### src/rtl/core/ssk_pkg.sv
// Shared types, constants, S-box tables and linear layers of the SAFER SK core.
// No dependencies; used by every module of the core.
`default_nettype none
package ssk_pkg;

  localparam int MAX_ROUNDS = 13;
  localparam int BLK_W      = 64;
  localparam int RND_W      = 4;
  localparam int CFG_IDX_W  = 2;

  // Configuration register indexes.
  localparam logic [CFG_IDX_W-1:0] CFG_KEY_FIRST  = 2'd0;
  localparam logic [CFG_IDX_W-1:0] CFG_KEY_SECOND = 2'd1;
  localparam logic [CFG_IDX_W-1:0] CFG_LONG_KEY   = 2'd2;
  localparam logic [CFG_IDX_W-1:0] CFG_ROUND_CNT  = 2'd3;

  localparam logic [RND_W-1:0] ROUND_CNT_RST = 4'd8;

  typedef logic [7:0] rom_t [256];

  // Work performed by one byte cell in a cycle.
  typedef enum logic [2:0] {
    CELL_HOLD    = 3'd0,
    CELL_LOAD    = 3'd1,
    CELL_ENC_RND = 3'd2,
    CELL_DEC_RND = 3'd3,
    CELL_ENC_FIN = 3'd4,
    CELL_DEC_FIN = 3'd5
  } cell_mode_e;

  // Exponent table 45^x mod 257, with 256 stored as 0.
  function automatic rom_t gen_exp();
    rom_t        t;
    logic [15:0] v;
    v = 16'd1;
    for (int i = 0; i < 256; i++) begin
      t[i] = v[7:0];
      v = (v * 16'd45) % 16'd257;
    end
    return t;
  endfunction

  // Logarithm table, the inverse of the exponent table.
  function automatic rom_t gen_log();
    rom_t e;
    rom_t t;
    e = gen_exp();
    for (int i = 0; i < 256; i++) begin
      t[e[i]] = 8'(i);
    end
    return t;
  endfunction

  localparam rom_t EXP_TAB = gen_exp();
  localparam rom_t LOG_TAB = gen_log();

  function automatic logic [7:0] rol8(input logic [7:0] x, input int n);
    return 8'((x << n) | (x >> (8 - n)));
  endfunction

  // Three PHT layers and the byte shuffle of an encryption round.
  function automatic logic [BLK_W-1:0] pht_round(input logic [BLK_W-1:0] x);
    logic [7:0] c [8];
    logic [7:0] t;
    for (int j = 0; j < 8; j++) c[j] = x[BLK_W-1-8*j -: 8];
    for (int p = 0; p < 8; p += 2) begin
      c[p+1] = c[p+1] + c[p];
      c[p]   = c[p] + c[p+1];
    end
    for (int p = 0; p < 2; p++) begin
      c[p+2] = c[p+2] + c[p];     c[p]   = c[p] + c[p+2];
      c[p+6] = c[p+6] + c[p+4];   c[p+4] = c[p+4] + c[p+6];
    end
    for (int p = 0; p < 4; p++) begin
      c[p+4] = c[p+4] + c[p];
      c[p]   = c[p] + c[p+4];
    end
    t = c[1]; c[1] = c[4]; c[4] = c[2]; c[2] = t;
    t = c[3]; c[3] = c[5]; c[5] = c[6]; c[6] = t;
    for (int j = 0; j < 8; j++) pht_round[BLK_W-1-8*j -: 8] = c[j];
  endfunction

  // Inverse shuffle and three inverse PHT layers of a decryption round.
  function automatic logic [BLK_W-1:0] ipht_round(input logic [BLK_W-1:0] x);
    logic [7:0] c [8];
    logic [7:0] t;
    for (int j = 0; j < 8; j++) c[j] = x[BLK_W-1-8*j -: 8];
    t = c[4]; c[4] = c[1]; c[1] = c[2]; c[2] = t;
    t = c[5]; c[5] = c[3]; c[3] = c[6]; c[6] = t;
    for (int p = 0; p < 4; p++) begin
      c[p]   = c[p] - c[p+4];
      c[p+4] = c[p+4] - c[p];
    end
    for (int p = 0; p < 2; p++) begin
      c[p]   = c[p] - c[p+2];     c[p+2] = c[p+2] - c[p];
      c[p+4] = c[p+4] - c[p+6];   c[p+6] = c[p+6] - c[p+4];
    end
    for (int p = 0; p < 8; p += 2) begin
      c[p]   = c[p] - c[p+1];
      c[p+1] = c[p+1] - c[p];
    end
    for (int j = 0; j < 8; j++) ipht_round[BLK_W-1-8*j -: 8] = c[j];
  endfunction

endpackage
`default_nettype wire

### src/rtl/core/ssk_lane_cell.sv
// One byte lane of the cipher state: holds its byte and applies key mixing and S-box.
// Depends on ssk_pkg.
`default_nettype none
module ssk_lane_cell #(
  parameter bit XorLane = 1'b0
) (
  input  wire                 clk_i,
  input  wire ssk_pkg::cell_mode_e mode_i,
  input  wire  [7:0]          load_i,
  input  wire  [7:0]          ka_i,
  input  wire  [7:0]          kb_i,
  input  wire  [7:0]          net_i,
  output logic [7:0]          q_o,
  output logic [7:0]          nl_o,
  output logic [7:0]          nxt_o
);

  logic [7:0] byte_q, byte_d;
  logic [7:0] inv_nl;

  // Forward nonlinear layer on the held byte.
  always_comb begin
    if (XorLane) begin
      nl_o = ssk_pkg::EXP_TAB[byte_q ^ ka_i] + kb_i;
    end else begin
      nl_o = ssk_pkg::LOG_TAB[8'(byte_q + ka_i)] ^ kb_i;
    end
  end

  // Inverse nonlinear layer on the byte coming back from the inverse PHT.
  always_comb begin
    if (XorLane) begin
      inv_nl = ssk_pkg::LOG_TAB[8'(net_i - kb_i)] ^ ka_i;
    end else begin
      inv_nl = ssk_pkg::EXP_TAB[net_i ^ kb_i] - ka_i;
    end
  end

  // Next value of the lane byte.
  always_comb begin
    case (mode_i)
      ssk_pkg::CELL_LOAD:    byte_d = load_i;
      ssk_pkg::CELL_ENC_RND: byte_d = net_i;
      ssk_pkg::CELL_DEC_RND: byte_d = inv_nl;
      ssk_pkg::CELL_ENC_FIN: byte_d = XorLane ? (byte_q ^ ka_i) : 8'(byte_q + ka_i);
      ssk_pkg::CELL_DEC_FIN: byte_d = XorLane ? (byte_q ^ ka_i) : 8'(byte_q - ka_i);
      default:               byte_d = byte_q;
    endcase
  end

  always_ff @(posedge clk_i) begin
    byte_q <= byte_d;
  end

  assign q_o   = byte_q;
  assign nxt_o = byte_d;

endmodule
`default_nettype wire

### config.mk
export PLATFORM = sky130hd
export DESIGN_NAME = ssk_lane_cell
export DESIGN_NICKNAME = d
export VERILOG_FILES = /design/src/rtl/core/ssk_pkg.sv /design/src/rtl/core/ssk_lane_cell.sv
export SDC_FILE = /design/constraint.sdc
export NUM_CORES = 1
export LEC_CHECK = 0
export ABC_AREA = 1
export BUFFER_PORTS_ARGS = -buffer_cell sky130_fd_sc_hd__buf_2
export CORE_MARGIN = 10
export CORE_UTILIZATION = 45
export CTS_CLUSTER_SIZE = 25
export DETAILED_ROUTE_END_ITERATION = 10
export SETUP_SLACK_MARGIN = 0.2
export SLEW_MARGIN = 20
export SYNTH_ARGS = -nofsm -noshare
export SYNTH_HDL_FRONTEND = slang
export SYNTH_SLANG_ARGS = --single-unit
export TNS_END_PERCENT = 100
### constraint.sdc
create_clock -name clk_i -period 13.8 [get_ports clk_i]
set_input_delay 2.76 -clock clk_i [delete_from_list [all_inputs] [get_ports clk_i]]
set_output_delay 2.76 -clock clk_i [all_outputs]
set_load 0.1 [all_outputs]
==> results.cfg <==
[critical_path]
r2r_cells = 11
timing.critical_path.slowest_cell_delay_ns = 0.45
end_kind = primary output
ff2ff_setup_slack_ns = 10.22
critical_path.max_fanout = 9
timing.rr.start = q_o[2]$_DFF_P_
worstSetupStartpointType = input pin
cpMostUsedCell = sky130_fd_sc_hd__nand2_1
cp_slowest_cell = sky130_fd_sc_hd__ha_1
setup.worst_path.class = input pin to primary output
worst-endpoint-required_ns = 11.04
worstPathArrival_ns = 7.21
timing.rr.end = q_o[3]$_DFF_P_

[drt]
drt_wl_total_um = 30000
routed_wire_length_per_instance_um = 21.8
dr.first_iter.drc_count = 1993
via_count = 9110
drt_first_pass_iters = 8
detail-route-antenna-nets = 0
post_drt_via_cell_ratio = 6.62
drcViolationCount = 0

[clock_tree]
cts_repair_resize_count = 0
root_buffer = sky130_fd_sc_hd__clkbuf_16
clock_insertion_delay_worst_skew_ns = 0.24
post_cts.repair.setup_buffers = 0
cts_tree = yes
postCtsHoldBufs = 0
cts_buffers = 3
clock_sinks = 8
cts-htree-levels = 1
clk_path_buf_depth = 2
clk_pin_slew_ns = 0.03

[floorplanning]
placement_rows = 42
placeable_area_um2 = 13300
die_height_um = 137
dieWidth_um = 137
dieArea_um2 = 18900
start_util_pct = 46.4
io_pins = 60

[placement]
gp_congestion = 1.05
detailed_place.area_um2 = 6450
number_of_cells_in_the_design_after_placement = 1371
detailed_place_hpwl_um = 22500
placement.io_buffers = 59

[logic_synthesis]
count_of_flip_flops_with_a_built_in_enable_after_synthesis = 0
syn-instance-count = 1193
yosysMostFrequentCell = sky130_fd_sc_hd__nand2_1
synth.cell_area_um2 = 6200
post_synth.cell_area_avg_um2 = 5.20
post_synth_most_frequent_cells = 342 x sky130_fd_sc_hd__nand2_1, 241 x sky130_fd_sc_hd__nand3_1, 123 x sky130_fd_sc_hd__o21ai_0
postSynth.asyncResetShare_pct = 0
synth_top_cell_by_area = sky130_fd_sc_hd__nand2_1
postSynthNetCount = 1266
synth_top_cells_by_area = sky130_fd_sc_hd__nand2_1 21%, sky130_fd_sc_hd__nand3_1 19%, sky130_fd_sc_hd__o21ai_0 9.9%
yosysUniqueCellTypes = 49
synth_top_flop_cell = sky130_fd_sc_hd__dfxtp_1
synth_top_area_share_pct = 20.7
synth-seq-area-share_pct = 2.58
yosys_register_bits = 8
synth.yosys.warnings = 0

[hold_path]
hold_path_end = q_o[4]$_DFF_P_
min-delay-path-class = flop to flop
hp-start = q_o[4]$_DFF_P_
hold_path_depth = 2

[final_layout]
post_layout_nonfiller_instances = 1376
multi_input_area_um2 = 5290
layout.area.seq_um2 = 160
drive_above_1_share_pct = 10.3
area.growth.synth_to_final_pct = 5.43
fill_cells = 1547
largest_register_ff_count = 8
finalInstanceArea_um2 = 6540
final_net_count = 1273

[sta]
period_minus_slack_ns = 9.97
layout_worst_path_cycle_share_pct = 72.3
report.final.hold_viol_count = 0
worstMarginPinSlew_ns = 1.08
worst_slew_margin_rel_pct = 28.0
max_freq_ghz = 0.100
report.final.setup_viol = 0
timing.setup.tns_ns = 0
final.setup_skew_ns = 0.00558
rsz0062_at_grt = false
worst_hold_slack_ns = 0.531
slew_violations = 0

[run]
max_cap_viol_count = 0

[run_status]
status = finished, final reports clean

[global_routing]
gr-usage-met3_pct = 11.3
met1_usage_pct = 41.8
grt_pass1_wl_um = 45100
initial_antenna_violation_count = 1
grt.overflow.total = 0
grt_start_max_net_pins = 98
number_of_global_route_vias_before_repair = 7955
track_usage_pct = 30.2
grt.met2_usage_pct = 42.1
grt_busiest_layer = met2

[power_and_ir_drop]
max-vdd-ir-drop_v = 0.000394
power_density_nw_per_um2 = 294
leak_pwr_nw = 3.23
overall_power_mw = 1.92
==> worst max path at each step <==
stage,start,cells after the start,to
after floorplan,net_i[0],26,nxt_o[4]
final,net_i[0],31,nxt_o[6]
after global routing,net_i[0],31,nxt_o[6]
after global placement,kb_i[0],31,nxt_o[6]
after CTS,net_i[0],31,nxt_o[6]
after detailed placement,net_i[0],31,nxt_o[6]
==> report_power, final <==
group	total, mW	leakage (nW)	switching (mW)	internal [mW]
logic	1.83	3.13	1.39	0.442
clock network	0.0498	0.0370	0.0124	0.0374
registers	0.0391	0.0674	0.00898	0.0301
total	1.92	3.23	1.41	0.509
==> routing by layer <==
layer | wire [um] | vias to the layer above
li1 | - | 4105
met1 | 12000 | 4071
met2 | 11800 | 821
met3 | 5080 | 113
met4 | 1070 | 0
met5 | 0 | -
==> per-stage QoR <==
step                setup slack [ns]  utilization (%)
finish                          3.83             49.0
global route                    3.51             48.9
CTS                             3.96             48.9
detailed placement              3.99             48.4
global placement                4.04             48.4
floorplan                       3.94                -
==> layout by cell type, fill, tap and decap left out, types with 5 or more instances in the layout <==
cell type	count
sky130_fd_sc_hd__buf_2	59
sky130_fd_sc_hd__ha_1	35
sky130_fd_sc_hd__nand2_2	7
sky130_fd_sc_hd__nor2_1	58
sky130_fd_sc_hd__o2111ai_1	8
sky130_fd_sc_hd__nand3b_1	6
sky130_fd_sc_hd__dfxtp_1	8
sky130_fd_sc_hd__buf_4	13
sky130_fd_sc_hd__o21ai_2	5
sky130_fd_sc_hd__nor2_2	8
sky130_fd_sc_hd__o211ai_1	44
sky130_fd_sc_hd__inv_1	91
sky130_fd_sc_hd__nand2_1	342
sky130_fd_sc_hd__a21oi_1	44
sky130_fd_sc_hd__nand3_1	241
sky130_fd_sc_hd__o21ai_0	123
sky130_fd_sc_hd__a31oi_1	10
sky130_fd_sc_hd__o21ai_1	20
sky130_fd_sc_hd__inv_2	9
sky130_fd_sc_hd__nand4_1	15
==> critical path, delay by kind of cell <==
| family | cells | cell delay, ns |
|---|---|---|
| AND/OR/NAND/NOR | 15 | 1.66 |
| AO/OA/AOI/OAI | 6 | 0.78 |
| buffers and inverters | 6 | 0.76 |
| XOR/XNOR | 1 | 0.14 |
| adder cells (fa/ha/maj) | 3 | 1.10 |
==> logic make-up (layout without fill, tap and decap cells) <==
logic type,count (synthesis),after routing,synth area share (%)
adder cells (fa/ha/maj),37,37,7.71
other,0,2,0
AND/OR/NAND/NOR,690,690,49.2
flip-flops,8,8,2.58
AO/OA/AOI/OAI,273,273,25.8
buffers and inverters,174,179,12.5
XOR/XNOR,11,11,2.22
==> layout make-up <==
class / count / area share (%)
antenna: 2 / 0.0766
clock buffer: 3 / 1.15
inverter: 104 / 5.97
multi-input combinational: 1011 / 81.0
sequential: 8 / 2.45
tap: 176 / 3.37
timing repair buffer: 72 / 6.01
Power figures use the tool's default switching activity.
